[src/hw/rtl/scts_fifo.sv]
// Small synchronous first-in first-out queue built from registers.
// Generic; used between front and back end and on the result side.
module scts_fifo #(
  parameter int W  = 8,
  parameter int AW = 2
) (
  input  logic          clk,
  input  logic          rst_n,
  input  logic          push,
  input  logic [W-1:0]  wdata,
  input  logic          pop,
  output logic [W-1:0]  rdata,
  output logic          full,
  output logic          empty,
  output logic [AW:0]   count
);

  localparam int DEPTH = 2 ** AW;

  logic [W-1:0] mem [DEPTH];
  logic [AW:0]  wptr_r, wptr_nxt;
  logic [AW:0]  rptr_r, rptr_nxt;

  assign count = wptr_r - rptr_r;
  assign empty = (wptr_r == rptr_r);
  assign full  = (wptr_r[AW] != rptr_r[AW]) && (wptr_r[AW-1:0] == rptr_r[AW-1:0]);
  assign rdata = mem[rptr_r[AW-1:0]];

  // Pointer update on each transfer.
  always_comb begin
    wptr_nxt = wptr_r + ((push && !full) ? (AW+1)'(1) : (AW+1)'(0));
    rptr_nxt = rptr_r + ((pop && !empty) ? (AW+1)'(1) : (AW+1)'(0));
  end

  always_ff @(posedge clk) begin
    if (!rst_n) begin
      wptr_r <= '0;
      rptr_r <= '0;
    end else begin
      wptr_r <= wptr_nxt;
      rptr_r <= rptr_nxt;
    end
  end

  // Storage write.
  always_ff @(posedge clk) begin
    if (push && !full) begin
      mem[wptr_r[AW-1:0]] <= wdata;
    end
  end

endmodule

[config.mk]
export PLATFORM = sky130hd
export DESIGN_NAME = scts_fifo
export DESIGN_NICKNAME = d
export VERILOG_FILES = /design/src/hw/rtl/scts_fifo.sv
export SDC_FILE = /design/constraint.sdc
export NUM_CORES = 1
export LEC_CHECK = 0
export BUFFER_PORTS_ARGS = -buffer_cell sky130_fd_sc_hd__clkbuf_2
export CORE_UTILIZATION = 30
export CTS_CLUSTER_DIAMETER = 200
export DETAILED_ROUTE_END_ITERATION = 10
export SLEW_MARGIN = 20
export SYNTH_ARGS = -nofsm -noshare
export SYNTH_HDL_FRONTEND = slang
export SYNTH_SLANG_ARGS = --single-unit
[constraint.sdc]
create_clock -name clk -period 2.7 [get_ports clk]
set_input_delay 0.135 -clock clk [delete_from_list [all_inputs] [get_ports clk]]
set_output_delay 0.135 -clock clk [all_outputs]
set_load 0.005 [all_outputs]
# --- Word-level counts from Yosys, hierarchy flattened ---
# Memories as Yosys holds them, arrays and structs flattened. A register that Yosys moved wholly into a read port is not among the register bits.
# Index checks and enable logic that the tools add are counted.
totals:
  elab_cells: 19
  ramBits: 32
  n_memories: 1
  in_bits: 12
  register_bits: 6
classes:
  addsub: 3
  eq_ne: 3
  reduce_logical: 5
  muxes: 5
memory_table:
  columns: ["memory", "depth", "width", "read_ports", "rd_ports_with_merged_regs", "wr", "line", "rtl"]
  rows:
  - ["mem", 4, 8, 1, 1, 1, "20", "logic [W-1:0] mem [DEPTH];"]
ops:
  columns: ["operator", "count"]
  rows:
  - ["$add A3 B1 Y3", 2]
  - ["$mux W1", 4]
  - ["$eq A3 B3 Y1", 1]
  - ["$logic_and A1 B1 Y1", 3]
  - ["$sub A3 B3 Y3", 1]
  - ["$eq A2 B2 Y1", 1]
  - ["$logic_not A1 Y1", 2]
  - ["$mux W2", 1]
  - ["$ne A1 B1 Y1", 1]

# --- Longest topological paths before layout ---
# Gate-level depths: netlist of the first run.
depth:
  depth_word: 6
  mapped_depth: 9

# --- Worst setup path before layout of the first run ---
# No wires, ideal clock.
synth_path:
  path_kind: "flip-flop to flip-flop"
  from: "register rptr_r[1]"
  to: "memory mem[0][0], enable pin"
  path_stages_with_launch: 5
  arrival_time_ps: 1893
  slack_ps: 418
  setup_ps: 389
  required_ps: 2311
  n_path_buf: 1
  cell_sequence: "dfxtp_1 -> clkbuf_1 -> inv_1 -> ha_1 -> a311oi_1"
synth_via:
  elab_chain_len: 6
synth_rtl:
  columns: ["element", "line", "rtl"]
  rows:
  - ["start, declared", "22", "logic [AW:0] rptr_r, rptr_nxt;"]
  - ["start signal, assigned", "41", "rptr_r <= rptr_nxt;"]
  - ["$eq A2 B2 Y1", "26", "assign full = (wptr_r[AW] != rptr_r[AW]) && (wptr_r[AW-1:0] == rptr_r[AW-1:0]);"]
  - ["$logic_and A1 B1 Y1", "26", null]
  - ["$logic_not A1 Y1", "47", "if (push && !full) begin"]
  - ["$logic_and A1 B1 Y1", "47", null]
  - ["$mux W1", "47", null]
  - ["$mux W1 (not written as such)", "48", "mem[wptr_r[AW-1:0]] <= wdata;"]
  - ["end, declared", "20", null]
# Every way passes these cells.

# --- Worst setup path in the final report of the first run ---
layout_path:
  from: "register wptr_r[0]"
  to: "register rptr_r[2]"
layout_via:
  elab_chain_len: 5
layout_rtl:
  columns: ["element", "line", "rtl"]
  rows:
  - ["start, declared", "21", "logic [AW:0] wptr_r, wptr_nxt;"]
  - ["start signal, assigned", "40", "wptr_r <= wptr_nxt;"]
  - ["$eq A3 B3 Y1", "25", "assign empty = (wptr_r == rptr_r);"]
  - ["$logic_not A1 Y1", "32", "rptr_nxt = rptr_r + ((pop && !empty) ? (AW+1)'(1) : (AW+1)'(0));"]
  - ["$logic_and A1 B1 Y1", "32", null]
  - ["$mux W1", "32", null]
  - ["$add A3 B1 Y3", "32", null]
# Every way passes these cells.
# A chain may end at the register's enable or synchronous reset.

==> out/metrics.csv, run 1 <==
stage,metric,value,unit
power_and_ir_drop,power.leakage,0.0007201,uW
drt,post_drt_wl_per_cell,13.21,um
die,core,4817,um2
timing,post-route-period-util,0.6951,
worst_setup_path,r2r_slack,0.82,ns
final_layout,fin_cells,185,
synthesis,synth_common_cells,"edfxtp_1 (32), mux4_2 (8)",
synthesis,synthDistinctLibCells,18,
clock_network,cts-resized-gates,0,
synthesis,ys.flop_type,edfxtp_1,
timing,grt_setup_unrepaired,false,
grt,grt_usage,0.1026,
synthesis,synth_nets,101,
power_and_ir_drop,total_power,1308,uW
place,io_buffers,24,
timing,relSlewSlack,0.7429,
drt,drt_iter0_drc,32,
final_layout,utilization,0.3873,
outcome,outcome,"complete, no violations",
timing,tns,0,ns
synthesis,netlist_top_cells_area,"edfxtp_1 (62%), mux4_2 (12%), dfxtp_1 (7.8%), ha_1 (4.9%), and2_1 (2.4%)",
timing,fmax,532.8,MHz
die,dieArea,5424,um2
hold_path,hold_class,input pin to register,
place,gp_congestion,0.8158,
hold_path,whs_path_depth,1,
power_and_ir_drop,power_frac_comb,0.204,
final_layout,area_growth,21.12,%
worst_setup_path,cp_max_fo,7,
die,die_w,73.65,um
die,die_h,73.65,um
drt,dr.pass1.iters,4,
final_layout,fill_cells,477,
drt,via_per_inst,4.308,
grt,grtUsageMet2,0.1600,
timing,worst_pin_slew,0.3854,ns
synthesis,synth_area_per_cell,18.78,um2
clock_network,clk_latency,0.28,ns
worst_setup_path,timing.rr.start,wptr_r[0],
clock_network,root_buffer,clkbuf_8,
synthesis,synth_area,1540,um2
synthesis,ys_ff_latch,38,
timing,hold_ws,0.07380,ns
timing,min_period,1.877,ns
worst_setup_path,cp.required,2.87,ns
worst_setup_path,critical_path_class,register to register,
synthesis,seq_area_frac_synth,0.7019,
synthesis,synth_top_cell_by_area,edfxtp_1,
synthesis,synth_edf_count,32,
clock_network,cts_made_buffers,5,
power_and_ir_drop,vdd_drop_max,0.2644,mV
power_and_ir_drop,p_per_area,701.4,nW/um2
worst_setup_path,r2r_end,rptr_r[2],
grt,top_usage_layer,met2,
timing,finalHoldViolCount,0,
power_and_ir_drop,p_int,985.0,uW
worst_setup_path,crit_path_end_kind,register,
worst_setup_path,r2r_cells,8,
timing,drv_slew,0,
timing,skew,0.004470,ns
final_layout,antenna_cells,0,
synthesis,yosysMostFrequentCell,edfxtp_1,
grt,grt_max_degree,13,
hold_path,whs_endpoint,mem[2][5],
grt,grt_pass1_vias,838,
synthesis,synthCells,82,
hold_path,worstHoldStart,wdata[5],
power_and_ir_drop,p_sw,323.4,uW
clock_network,tritoncts,done,
run,max_cap_viol_count,0,
grt,grt_pass1_wl,3.919,mm
clock_network,cts_htree_levels,2,
die,start_util,0.3197,
grt,gr-usage-met1,0.1264,
grt,antenna_found_initial,0,
die,io-pin-count,25,
final_layout,fin_nets,136,
die,rows,25,
place,hpwlAfterDp,1.720,mm
power_and_ir_drop,p_seq_frac,0.521,
clock_network,post-cts-setup-buffers,0,
drt,totalWireLength,2.444,mm
power_and_ir_drop,switching_share,0.2472,
drt,vias,797,
grt,grt_overflow_total,0,
place,dp.cells,177,
synthesis,async_reset_ff_frac,0,
worst_setup_path,worstSetupStartpointType,register,
power_and_ir_drop,clockPowerShare,0.275,
clock_network,cts_buffer_depth,2,
synthesis,ys_warn_count,0,
clock_network,path_clk_slew,0.07,ns
grt,grt_use_met3,0.03978,
timing,setup_viol,0,
clock_network,clock-sinks,38,
synthesis,synth_top_area_frac,0.6239,
drt,drcViolationCount,0,
clock_network,postCtsHoldBufs,0,
drt,ant_nets,0,
final_layout,layout-drive-gt1-share,0.3898,
worst_setup_path,crit_arrival,2.05,ns
==> worst max path at each step <==
stage / from / end / slack, ns / depth (start not counted)
2_1_floorplan: rptr_r[1] / mem[0][0] / 0.42 / 4
3_3_place_gp: wptr_r[0] / rptr_r[2] / 0.92 / 8
3_5_place_dp: wptr_r[0] / rptr_r[2] / 0.84 / 8
4_1_cts: wptr_r[0] / rptr_r[2] / 0.83 / 8
5_1_grt: wptr_r[0] / rptr_r[2] / 0.70 / 8
6_report: wptr_r[0] / rptr_r[2] / 0.82 / 8
==> routing by layer <==
layer,wire (um),part of all wire,vias to the layer above
li1,-,-,387
met1,1107,0.45,383
met2,1187,0.49,23
met3,126,0.052,4
met4,23,0.0094,0
met5,0,0,-
==> power by group through the flow <==
stage / Combinational [uW] / Clock, uW / Sequential (uW)
floorplan: 163 / 0 / 693
global placement: 269 / 0 / 693
detailed placement: 272 / 0 / 695
CTS: 273 / 374 / 682
global route: 301 / 401 / 684
finish: 267 / 360 / 681
==> critical path, cell delays in order (launching register included) <==
cell and delay [ns]:
dfxtp_1 0.36, inv_1 0.05, ha_1 0.40, nand2_1 0.12, o21a_1 0.18, ha_1 0.17, ha_1 0.19, xor2_1 0.14
and2_1 0.15
==> placed cells by master, fill, tap and decap left out, types with 2 or more instances in the layout <==
cell,instances
a311oi_1,4
nand2_1,2
mux4_2,8
clkbuf_8,5
edfxtp_1,32
buf_4,6
inv_1,6
dfxtp_1,6
ha_1,6
and2_1,6
clkbuf_2,24
xor2_1,3
==> stage by stage <==
stage / setup WS, ns / instance area, um2
after global placement: 0.9169 / 1780
after global routing: 0.6959 / 1866
after floorplan: 0.4177 / 1540
after CTS: 0.8291 / 1866
final: 0.8232 / 1866
after detailed placement: 0.8415 / 1780
==> final cells by class <==
class	instances	area, um2	share of cell area
clock buffers	5	68.82	0.03689
repair buffers	30	165.2	0.08853
flip-flops and latches	38	1081	0.5795
multi-input cells	36	427.9	0.2294
clock inverters	3	16.27	0.008719
well taps	67	83.83	0.04494
inverters	6	22.52	0.01207
==> cell families (layout without fill, tap and decap cells) <==
family	Yosys count	count (layout)	share of synthesized area
AO/OA/AOI/OAI	6	6	0.03168
XOR/XNOR	4	4	0.02763
adder cells (fa/ha/maj)	7	7	0.06174
buffers and inverters	8	44	0.02030
flip-flops	38	38	0.7019
AND/OR/NAND/NOR	11	11	0.03981
multiplexers	8	8	0.1170
==> flip-flops by register name, summed over array words and instances (netlist names) <==
register  cells
wptr_r        3
mem          32
rptr_r        3
Note: power is estimated with default switching activity, not from simulation.
==> inputs of run 2 (changes only) <==
==> constraint.sdc (replaced) <==
create_clock -name clk -period 1.6 [get_ports clk]
set_input_delay 0.08 -clock clk [delete_from_list [all_inputs] [get_ports clk]]
set_output_delay 0.08 -clock clk [all_outputs]
set_load 0.005 [all_outputs]
==> out/metrics.csv, run 2 (synthesis results as in run 1) <==
stage,metric,value,unit
hold_path,whs_endpoint,mem[0][7],
drt,ant_nets,0,
die,start_util,0.3197,
timing,worst_pin_slew,0.2122,ns
final_layout,utilization,0.4397,
worst_setup_path,timing.rr.start,rptr_r[1],
power_and_ir_drop,p_per_area,1298,nW/um2
timing,min_period,1.592,ns
worst_setup_path,crit_path_end_kind,register,
worst_setup_path,crit_family,adder cells,
die,die_h,73.65,um
hold_path,whs_path_depth,1,
final_layout,area_growth,37.53,%
place,gp_congestion,0.7697,
drt,dr.pass1.iters,4,
clock_network,cts_made_buffers,5,
worst_setup_path,cp_common_cell,ha_4,
final_layout,multi_input_area,508.0,um2
timing,grt_setup_unrepaired,true,
place,io_buffers,24,
timing,drv_slew,0,
worst_setup_path,critical_path_class,register to register,
hold_path,hold_class,input pin to register,
final_layout,regArea,1094,um2
drt,totalWireLength,2.781,mm
worst_setup_path,cp.required,1.79,ns
place,hpwlAfterDp,1.947,mm
final_layout,final_common_cell,edfxtp_1,
grt,antenna_found_initial,0,
clock_network,root_buffer,clkbuf_8,
power_and_ir_drop,vdd_drop_max,0.6353,mV
timing,relSlewSlack,0.8584,
final_layout,fin_nets,147,
worst_setup_path,r2r_end,rptr_r[2],
grt,grt_pass1_vias,985,
clock_network,cts_buffer_depth,2,
timing,fmax,628.0,MHz
outcome,outcome,"complete, no violations",
final_layout,antenna_cells,0,
clock_network,path_clk_slew,0.08,ns
drt,vias,853,
hold_path,worstHoldStart,wdata[7],
worst_setup_path,worstSetupStartpointType,register,
final_layout,layout-drive-gt1-share,0.6047,
worst_setup_path,critPathBufInv,1,
clock_network,cts_htree_levels,2,
grt,grt_usage,0.1218,
grt,grt_max_degree,14,
worst_setup_path,worstSetupPathDepth,8,
die,dieArea,5424,um2
final_layout,largest_register_ffs,32,
clock_network,tritoncts,done,
timing,fin_ws,0.007762,ns
timing,hold_ws,0.01060,ns
drt,via_per_inst,4.352,
clock_network,clk_latency,0.29,ns
worst_setup_path,cp_max_fo,3,
die,core,4817,um2
timing,setup_viol,0,
die,die_w,73.65,um
drt,drcViolationCount,0,
worst_setup_path,r2r_slack,0.008,ns
timing,skew,0.003536,ns
place,dp_slack,-0.03417,ns
drt,drt_iter0_drc,48,
worst_setup_path,r2r_cells,8,
worst_setup_path,crit_chain,"inv_4, ha_4, nand2_4, o21a_1, ha_2, ha_4, xor2_1, and2_1",
grt,grt_overflow_total,0,
timing,post-route-period-util,0.9951,
power_and_ir_drop,power.leakage,0.0008064,uW
grt,grt_pass1_wl,4.595,mm
worst_setup_path,cp_slowest_cell,dfxtp_4,
worst_setup_path,crit_arrival,1.78,ns
timing,finalHoldViolCount,0,
drt,post_drt_wl_per_cell,14.19,um
die,io-pin-count,25,
die,rows,25,
worst_setup_path,slowest_delay,0.37,ns
final_layout,final_cell_mix,"edfxtp_1 (32), clkbuf_2 (23), buf_4 (12)",
run,max_cap_viol_count,0,
clock_network,clock-sinks,38,
final_layout,fill_cells,447,
power_and_ir_drop,total_power,2750,uW
run 2: cell types whose count changed in the layout (fill, tap and decap cells not counted), moves of 3 or more:
cell / previous run / this run
inv_1: 6 / 2
dfxtp_2: 0 / 4
buf_4: 6 / 12
a311oi_1: 4 / 0
dfxtp_1: 6 / 0
ha_1: 6 / 1
ha_4: 0 / 3
a311oi_2: 0 / 4
run 2: power by group:
group	total, uW	internal [uW]	switching, uW	leakage (uW)
clock network	972	625	348	0.0000683
logic	619	345	274	0.000392
registers	1160	1130	26.0	0.000346
total	2750	2100	647	0.000806
run 2: worst max path at each step:
stage	startpoint	to	slack, ns
floorplan	rptr_r[1]	rptr_r[2]	-0.16
global placement	wptr_r[0]	rptr_r[2]	0.01
detailed placement	wptr_r[0]	rptr_r[2]	-0.03
CTS	wptr_r[0]	rptr_r[2]	-0.03
global route	rptr_r[1]	rptr_r[2]	-0.06
finish	rptr_r[1]	rptr_r[2]	0.008
run 2: layer usage:
| metal | vias up | GRT usage | part of all wire |
|---|---|---|---|
| li1 | 407 | - | - |
| met1 | 414 | 0.1390 | 0.46 |
| met2 | 24 | 0.1937 | 0.47 |
| met3 | 8 | 0.03841 | 0.049 |
| met4 | 0 | 0.08547 | 0.025 |
| met5 | - | 0 | 0 |
run 2: per-stage QoR:
| stage | TNS, ns | instances | area (um2) |
|---|---|---|---|
| 3_3_place_gp | 0 | 184 | 1899 |
| 5_1_grt | -0.1477 | 196 | 2118 |
| 6_report | 0 | 196 | 2118 |
| 3_5_place_dp | -0.03417 | 184 | 1899 |
| 4_1_cts | -0.1918 | 194 | 2069 |
| 2_1_floorplan | -3.489 | 82 | 1617 |
run 2: area by class of cell:
class,instances,area share
inverter,6,0.01299
timing repair buffer,41,0.1264
tap,67,0.03957
clock buffer,5,0.03249
sequential,38,0.5162
clock inverter,3,0.03249
multi-input combinational,36,0.2398
run 2: worst register-to-register path, delay by kind of cell, from the launching register on:
kind	cells	cell delay, ns
fa+ha+maj	3	0.61
buf+inv	1	0.04
compound gates	1	0.16
flops	1	0.37
simple gates	2	0.20
xor+xnor	1	0.13
run 2: timing repair:
item / in CTS / in global routing
gates resized for setup: 7 / 12
hold buffers: 1 / 1
endpoints found under the hold margin: 4 / 4
setup endpoints to repair: 11 / 36
pin swaps: 0 / 8
setup buffers: 1 / 1
