--- src/hw/rtl/scts_pkg.sv ---
// Shared types, constants and helpers of the sprite column texture sampler.
// Used by the front end, the back end, the top level and the testbench; depends on nothing.
package scts_pkg;

  // Action codes of an input item.
  localparam logic ACT_LOAD = 1'b0;
  localparam logic ACT_DRAW = 1'b1;

  // Configuration register indexes.
  localparam logic [2:0] CFG_WIN_X_START = 3'd0;
  localparam logic [2:0] CFG_WIN_X_END   = 3'd1;
  localparam logic [2:0] CFG_WIN_Y_START = 3'd2;
  localparam logic [2:0] CFG_WIN_Y_END   = 3'd3;
  localparam logic [2:0] CFG_SPR_WIDTH   = 3'd4;
  localparam logic [2:0] CFG_SPR_HEIGHT  = 3'd5;
  localparam logic [2:0] CFG_SPR_CENTER  = 3'd6;
  localparam logic [2:0] CFG_VERT_SHIFT  = 3'd7;

  localparam int CFG_IDX_W  = 3;
  localparam int CFG_DATA_W = 16;

  // Low 24 bits of a texel decide whether it is drawn.
  localparam logic [31:0] COLOR_MASK = 32'h00FF_FFFF;

  typedef struct packed {
    logic               action;
    logic [9:0]         pixel_x;
    logic [9:0]         pixel_y;
    logic signed [31:0] column_depth;
    logic signed [31:0] sprite_depth;
    logic [1:0]         texture_select;
    logic [11:0]        texel_index;
    logic [31:0]        texel_value;
  } in_item_t;

  typedef struct packed {
    logic [9:0]  write_x;
    logic [9:0]  write_y;
    logic [31:0] write_color;
  } out_item_t;

  typedef struct packed {
    logic [10:0]        win_x_start;
    logic [10:0]        win_x_end;
    logic [10:0]        win_y_start;
    logic [10:0]        win_y_end;
    logic [15:0]        spr_width;
    logic [15:0]        spr_height;
    logic signed [15:0] spr_center;
    logic signed [15:0] vert_shift;
  } cfg_t;

  // Fields that ride along with an item through the back end.
  typedef struct packed {
    logic        draw_ok;
    logic        load_ok;
    logic [9:0]  px;
    logic [9:0]  py;
    logic [1:0]  sel;
    logic [11:0] tidx;
    logic [31:0] tval;
  } carry_t;

  // Classified item between front and back end.
  typedef struct packed {
    carry_t             c;
    logic signed [17:0] p_x;
    logic signed [25:0] d_y;
  } mid_item_t;

  // A divisor of zero behaves as one.
  function automatic logic [15:0] eff_div(input logic [15:0] v);
    return (v == 16'd0) ? 16'd1 : v;
  endfunction

endpackage

--- src/hw/rtl/scts_front.sv ---
// Front end: checks window, depth and texture range of an item and forms
// the signed coordinate numerators. Depends on scts_pkg.
module scts_front #(
  parameter int TEXTURE_SIZE  = 64,
  parameter int SCREEN_WIDTH  = 640,
  parameter int SCREEN_HEIGHT = 480,
  parameter int TEXTURE_COUNT = 4
) (
  input  scts_pkg::in_item_t  item,
  input  scts_pkg::cfg_t      cfg,
  output scts_pkg::mid_item_t mid
);
  import scts_pkg::*;

  localparam int TPT = TEXTURE_SIZE * TEXTURE_SIZE;

  logic [15:0]        weff;
  logic [15:0]        heff;
  logic               in_win;
  logic               depth_ok;
  logic               sel_ok;
  logic signed [25:0] row_off;

  // Classification of the item.
  always_comb begin
    weff     = eff_div(cfg.spr_width);
    heff     = eff_div(cfg.spr_height);
    in_win   = ({1'b0, item.pixel_x} >= cfg.win_x_start) &&
               ({1'b0, item.pixel_x} <  cfg.win_x_end) &&
               ({1'b0, item.pixel_y} >= cfg.win_y_start) &&
               ({1'b0, item.pixel_y} <  cfg.win_y_end);
    depth_ok = (item.sprite_depth > 32'sd0) &&
               (item.sprite_depth < item.column_depth) &&
               (item.pixel_x != 10'd0) &&
               ({1'b0, item.pixel_x} < 11'(SCREEN_WIDTH));
    sel_ok   = ({3'd0, item.texture_select} < 5'(TEXTURE_COUNT));

    mid.c.draw_ok = (item.action == ACT_DRAW) && in_win && depth_ok && sel_ok;
    mid.c.load_ok = (item.action == ACT_LOAD) && sel_ok &&
                    ({5'd0, item.texel_index} < 17'(TPT));
    mid.c.px      = item.pixel_x;
    mid.c.py      = item.pixel_y;
    mid.c.sel     = item.texture_select;
    mid.c.tidx    = item.texel_index;
    mid.c.tval    = item.texel_value;

    // Horizontal offset from the left sprite edge.
    mid.p_x = $signed({8'd0, item.pixel_x}) - 18'(cfg.spr_center) +
              $signed({3'd0, weff[15:1]});

    // Vertical numerator in 1/256 pixel steps.
    row_off = $signed({16'd0, item.pixel_y}) - 26'(cfg.vert_shift);
    mid.d_y = (row_off <<< 8) - 26'(SCREEN_HEIGHT * 128) +
              $signed({3'd0, heff, 7'd0});
  end

endmodule

--- config.mk ---
export PLATFORM = sky130hd
export DESIGN_NAME = scts_front
export DESIGN_NICKNAME = d
export VERILOG_FILES = /design/src/hw/rtl/scts_pkg.sv /design/src/hw/rtl/scts_front.sv
export SDC_FILE = /design/constraint.sdc
export NUM_CORES = 1
export LEC_CHECK = 0
export BUFFER_PORTS_ARGS = -buffer_cell sky130_fd_sc_hd__buf_4
export CAP_MARGIN = 20
export CORE_AREA = 3 3 134 136
export DETAILED_ROUTE_END_ITERATION = 10
export DIE_AREA = 0 0 137 139
export PLACE_DENSITY = 0.73
export SLEW_MARGIN = 30
export SYNTH_ARGS = -nofsm -noshare
export SYNTH_HDL_FRONTEND = slang
export SYNTH_SLANG_ARGS = --single-unit
--- constraint.sdc ---
create_clock -name vclk -period 7.27
set_clock_uncertainty 0.1 [all_clocks]
set_input_delay 0.3635 -clock vclk [all_inputs]
set_output_delay 0.3635 -clock vclk [all_outputs]
set_load 0.005 [all_outputs]
==> Word-level counts from Yosys, hierarchy flattened <==
Index checks and enable logic that the tools add are counted.
{ "classes": {"add_sub_neg": 5, "order_cmp": 7, "mux": 2, "bitwise": 1, "n_reduce_logical": 11} }
{ "op_table": {"columns": ["cell", "n"], "rows": [
  ["11-bit by 16-bit subtractor with 17-bit output", 2],
  ["32-bit by 1-bit greater-than comparator with 1-bit output (second input constant)", 1],
  ["16-bit zero test", 2],
  ["32-bit < comparator", 1],
  ["16-bit two-way mux", 2],
  ["26-bit by 24-bit adder with 26-bit output", 1],
  ["26-bit by 17-bit subtractor with 26-bit output (second input constant)", 1],
  ["10-bit by 11-bit >= comparator with 1-bit output", 2],
  ["10-bit by 11-bit < comparator with 1-bit output", 2],
  ["18-bit by 16-bit adder with 18-bit output", 1],
  ["10-bit < comparator (second input constant)", 1],
  ["10-bit nonzero test", 1],
  ["1-bit logical AND", 8],
  ["1-bit NOT", 1]
]} }
{ "word_totals": {"ff_bits": 0, "inputBits": 239, "out_inout_bits": 112, "word_cells": 26} }

==> Longest topological paths before layout <==
Gate-level depths: netlist of run 1.
{ "depth": {"ltp_word": 6, "depth_mapped": 21, "ltp_nobuf": 21} }

==> Worst setup path before layout of run 1 <==
OpenSTA, ideal clock, no wires.
{ "synth_timing": {"kind": "input-to-output", "start": "in item[110] (netlist bit)", "end": "out mid[24] (netlist bit)", "arrival_ps": 3831, "required_time_ps": 6806, "setup_slack_ps": 2975, "path_stages": 21, "path_buffers": 0, "cell_sequence": "inv_1 ha_1 fa_1 nor2b_1 o21ai_0 a21oi_1 o21ai_0 a21oi_1 or3_1 nand2_1 ha_1 inv_1 ha_1 a21o_1 nor3_1 o21ai_0 a31o_2 o41ai_4 o21bai_1 a21oi_1 xnor2_1"} }
{ "synth_lines": {"columns": ["item", "line", "rtl"], "rows": [
  ["from (decl)", "scts_front.sv:9", "input scts_pkg::in_item_t item,"],
  ["to (decl)", "scts_front.sv:11", "output scts_pkg::mid_item_t mid"]
]} }

==> impl_metrics.py, run 1 <==
metrics = {
    "critical_path": {
        "crit_path_end_kind": "output port",
        "crit_required_ns": 6.81,
        "cp_cell_sequence": "buf_4 > inv_1 > ha_1 > fa_1 > nor2b_1 > o21ai_0 > a21oi_1 > o21ai_0 > a21oi_1 > or3_1 > nand2_1 > ha_1 > inv_1 > ha_1 > a21o_1 > nor3_1 > o21ai_0 > a31o_2 > o41ai_4 > o21bai_1 > a21oi_1 > xnor2_1 > buf_4",
        "cp_max_fo": 6,
        "worstSetupPathType": "in -> out",
        "slowest_stage": "fa_1",
        "max_stage_delay_ns": 0.40,
        "startpoint_type": "input pin",
        "critPathArrivalTime_ns": 4.46,
    },
    "finish": {
        "final_nets": 1280,
        "diodes": 0,
        "fin_util_pct": 40.3,
        "final_common_cell": "buf_4",
        "nFlopsAndLatches": 0,
        "clkbuf_count": 0,
        "final_cell_mix": "buf_4 (251), ha_1 (135), inv_1 (133)",
        "area_growth_pct": 29.3,
        "register_area_um2": 0,
        "drive_gt1_share_pct": 30.3,
    },
    "detailed_routing": {
        "ant_nets": 0,
        "wl_per_cell_um": 13.8,
        "first_pass_iters": 4,
        "vias": 5336,
        "wirelength_um": 15500,
        "drc": 0,
        "drt_iter0_drc": 125,
        "viasPerCell": 4.74,
    },
    "worst_hold_path": {
        "hold_class": "in -> out",
    },
    "logic_synthesis": {
        "syn_area_per_cell_um2": 7.19,
        "syn_inst": 738,
        "syn_area_mm2": 0.00531,
        "synth_cell_types": 63,
        "ys_seq_area_share_pct": 0,
        "yosysWarningCount": 0,
    },
    "timing": {
        "rsz0062_at_grt": "no",
        "fin_crit_sh_pct": 67.8,
        "worst_pin_slew_ns": 0.627,
        "slew_headroom_pct": 57.7,
        "tns_ns": 0,
        "period_needed_ns": 4.93,
        "slew_viol_final": 0,
        "fmax_mhz": 203,
        "setup_viol": 0,
        "hold_violations": 0,
    },
    "floorplan": {
        "die_w_um": 137,
        "core_area_mm2": 0.0171,
        "rows": 48,
        "initial_utilization_pct": 31.1,
        "fp.dieH_um": 139,
        "die_area_mm2": 0.0190,
        "ioPinCount": 351,
    },
    "place": {
        "place_congestion": 0.857,
        "hpwl_um": 14300,
        "port_buffers": 251,
    },
    "global_routing": {
        "antenna_found_initial": 0,
        "grt_max_degree": 8,
        "grt_pass1_vias": 5225,
        "overflow": 0,
        "grt_pass1_wl_um": 24000,
        "grt_usage_pct": 15.1,
    },
    "power_and_ir_drop": {
        "vdd.ir_drop.worst_uv": 103,
        "total_power_w": 0.000775,
        "power.density_mw_per_mm2": 113,
        "power_leakage_nw": 3.85,
    },
    "clock_network": {
        "postCtsResizedCells": 0,
        "cts_setup_buffers": 0,
        "cts.hold.buffers_added": 0,
    },
    "run": {
        "maxCapViolCount": 0,
    },
    "outcome": {
        "outcome": "completed",
    },
}
[metal layers]
layer	vias up	GRT usage, %	routed length (um)
met3	28	1.85	1000
met2	165	27.7	7600
met1	2363	18.9	6590
li1	2780	-	-
met5	-	0	0
met4	0	2.78	331
[cell usage after synthesis, types with 2 or more instances]
cell type  number  area [um^2]
o21bai_1        4         30.0
buf_4          73          548
nand2b_1        8         50.1
clkbuf_1       22         82.6
a21oi_1        43          215
a31oi_1         5         31.3
nand4_1         8         50.1
o21ai_0        29          145
o311ai_0        2         17.5
or4_1           3         22.5
nand2_1        21         78.8
xor2_1         11         96.3
xnor2_1        36          315
o2111ai_1       3         26.3
nand3_1        11         55.1
o211ai_1        5         37.5
fa_1            4         80.1
o22ai_1         3         18.8
a31o_2          3         26.3
a2111oi_0       3         26.3
nor3_1         15         75.1
ha_1          135         1690
or2_2           4         25.0
nor4_1         14         87.6
and3_1          6         37.5
a21o_1         24          180
and2_1          4         25.0
a41o_1          2         20.0
o21ai_1         2         10.0
o41ai_2         2         32.5
or3_1           4         25.0
inv_1         133          499
a21boi_0        2         15.0
nor2b_1        10         62.6
nor2_1         42          158
o21a_1         13         97.6
a211oi_1        3         22.5
[worst max-delay path: cells and delay by family]
kind | cells | cell delay (ns)
adders and majority gates | 4 | 1.29
buffers and inverters | 4 | 0.33
AOI/OAI and AO/OA | 10 | 1.87
and+or+nand+nor | 4 | 0.46
xor gates and xnor gates | 1 | 0.13
[path summary, 6_finish.rpt]
path,from,to,cells past startpoint
worst max-delay path,item[110],mid[24],23
worst min-delay path,item[1],mid[45],0
[where the power goes]
group          internal (W)  switching [W]  leakage [nW]  total (W)
clock                     0              0             0          0
combinational      0.000419       0.000355          3.85   0.000775
sequential                0              0             0          0
total              0.000419       0.000355          3.85   0.000775
[cells by family after synthesis]
group / after synthesis / synth area share [%]
buffers and inverters: 228 / 21.3
AO/OA/AOI/OAI: 168 / 22.6
AND/OR/NAND/NOR: 154 / 14.8
adder cells (fa/ha/maj): 139 / 33.3
XOR/XNOR: 47 / 7.76
multiplexers: 1 / 0.189
other: 1 / 0.0707
[through the flow]
step / worst slack (ns) / hold WS (ns) / cells / instance area [um^2]
after CTS: 2.31 / 0.627 / 1125 / 6870
after global placement: 2.38 / 0.627 / 1125 / 6870
after detailed placement: 2.32 / 0.627 / 1125 / 6870
after global routing: 1.84 / 0.627 / 1125 / 6870
final: 2.34 / 0.627 / 1125 / 6870
after floorplan: 2.98 / 0.661 / 744 / 5330
[layout make-up]
type / instances / area [um^2]
fillers: 1825 / 10200
multi-input cells: 516 / 4200
repair buffers: 251 / 1880
inverters: 133 / 499
well taps: 225 / 282
Note: power is estimated with default switching activity, not from simulation.
==> run 2: changes to the inputs <==
Clock period 7.27 ns to 4.6 ns, I/O delays scaled along.
==> impl_metrics.py, run 2 (synthesis gave the netlist of run 1 again) <==
metrics = {
    "outcome": {
        "outcome": "completed",
    },
    "finish": {
        "clkbuf_count": 0,
        "nFlopsAndLatches": 0,
        "area_growth_pct": 30.0,
        "postLayoutCellArea_mm2": 0.00690,
        "final_nets": 1282,
        "diodes": 0,
        "drive_gt1_share_pct": 31.2,
        "final_cell_mix": "buf_4 (253), ha_1 (134), inv_1 (133)",
        "final_common_cell": "buf_4",
        "register_area_um2": 0,
        "instances_no_fill": 1127,
    },
    "timing": {
        "worst_pin_slew_ns": 0.553,
        "fmax_mhz": 230,
        "period_needed_ns": 4.35,
        "setup_viol": 0,
        "fin_crit_sh_pct": 94.7,
        "slew_headroom_pct": 62.6,
        "tns_ns": 0,
        "hold_violations": 0,
        "slew_viol_final": 0,
        "fin_ws_ns": 0.245,
    },
    "worst_hold_path": {
        "min_path_cells": 0,
        "hold_class": "in -> out",
        "min_from": "item[1]",
    },
    "power_and_ir_drop": {
        "switching_share_pct": 46.0,
        "power.density_mw_per_mm2": 179,
        "clkPwrFrac_pct": 0,
        "vdd.ir_drop.worst_uv": 144,
        "intPower_w": 0.000666,
        "power_frac_seq_pct": 0,
        "combinationalPowerShare_pct": 100.0,
        "power_leakage_nw": 3.86,
        "net-switching-power_w": 0.000566,
    },
    "critical_path": {
        "path_buf_inv": 4,
        "startpoint_type": "input pin",
        "crit_path_end_kind": "output port",
        "max_stage_delay_ns": 0.36,
        "cp_top_family": "compound AO/OA/AOI/OAI gates",
        "cp_cell_sequence": "buf_4 > inv_1 > ha_1 > fa_2 > nor2b_1 > o21ai_2 > a21oi_2 > o21ai_2 > a21oi_2 > o21ai_1 > o311ai_0 > ha_1 > inv_1 > ha_1 > and3_1 > a31o_2 > o41ai_4 > o21bai_1 > a21oi_1 > xnor2_1 > buf_4",
        "worstSetupStartpoint": "item[110]",
        "cp_max_fo": 4,
        "slowest_stage": "fa_2",
        "worstSetupPathType": "in -> out",
        "crit_required_ns": 4.27,
        "critPathArrivalTime_ns": 4.02,
        "path_depth": 21,
        "cp_common_cell": "ha_1",
    },
    "floorplan": {
        "die_area_mm2": 0.0190,
        "ioPinCount": 351,
        "die_w_um": 137,
        "core_area_mm2": 0.0171,
        "fp.dieH_um": 139,
        "initial_utilization_pct": 31.1,
        "rows": 48,
    },
    "detailed_routing": {
        "drt_iter0_drc": 147,
        "wirelength_um": 15700,
        "drc": 0,
        "wl_per_cell_um": 13.9,
        "first_pass_iters": 4,
        "viasPerCell": 4.74,
        "ant_nets": 0,
        "vias": 5341,
    },
    "place": {
        "port_buffers": 251,
        "place_congestion": 0.852,
        "place_area_mm2": 0.00687,
        "hpwl_um": 14400,
        "placed_cells": 1126,
        "preCtsSetupSlack_ns": 0.0272,
    },
    "global_routing": {
        "grt_pass1_vias": 5286,
        "grt_usage_pct": 15.4,
        "grt_max_degree": 8,
        "overflow": 0,
        "antenna_found_initial": 0,
        "grt_pass1_wl_um": 24400,
    },
    "run": {
        "maxCapViolCount": 0,
    },
    "clock_network": {
        "cts.hold.buffers_added": 0,
    },
}
run 2: cell count changes in the layout (fill, tap and decap cells not counted):
cell and change:
o21ai_0 -4, buf_4 +2, a21oi_2 +2, ha_2 +1, o21ai_2 +2, fa_2 +1
ha_1 -1, a21oi_1 -2, o21ai_1 +2, fa_1 -1
run 2: area by class of cell:
cell class                      instances  area [um^2]
Fill cell                            1798        10200
Multi-Input combinational cell        516         4220
Timing Repair Buffer                  253         1900
Inverter                              133          499
Tap cell                              225          282
run 2: timing repair:
| action | CTS | global route |
|---|---|---|
| resized for setup | 0 | 10 |
| setup endpoints to repair | 0 | 6 |
| setup buffers | 0 | 1 |
run 2: metal layers:
layer,GRT usage [%],up-vias,routed length (um)
met2,28.2,194,7620
met1,18.8,2333,6530
met3,2.00,32,1160
met4,3.31,0,399
li1,-,2782,-
met5,0,-,0
run 2: power by group through the flow:
stage                     logic (W)  clock network [W]  registers (W)
after floorplan            0.000767                  0              0
after global placement      0.00121                  0              0
after detailed placement    0.00123                  0              0
after CTS                   0.00124                  0              0
after global routing        0.00138                  0              0
final                       0.00123                  0              0
run 2: metrics by stage:
step | hold WS [ns] | util (%) | total power [W]
floorplan | 0.394 | - | 0.000767
global placement | 0.360 | 40.3 | 0.00121
detailed placement | 0.360 | 40.3 | 0.00123
CTS | 0.360 | 40.3 | 0.00124
global route | 0.360 | 40.5 | 0.00138
finish | 0.360 | 40.5 | 0.00123
run 2: final timing paths:
check                      to
worst min-delay path  mid[45]
worst max-delay path  mid[24]
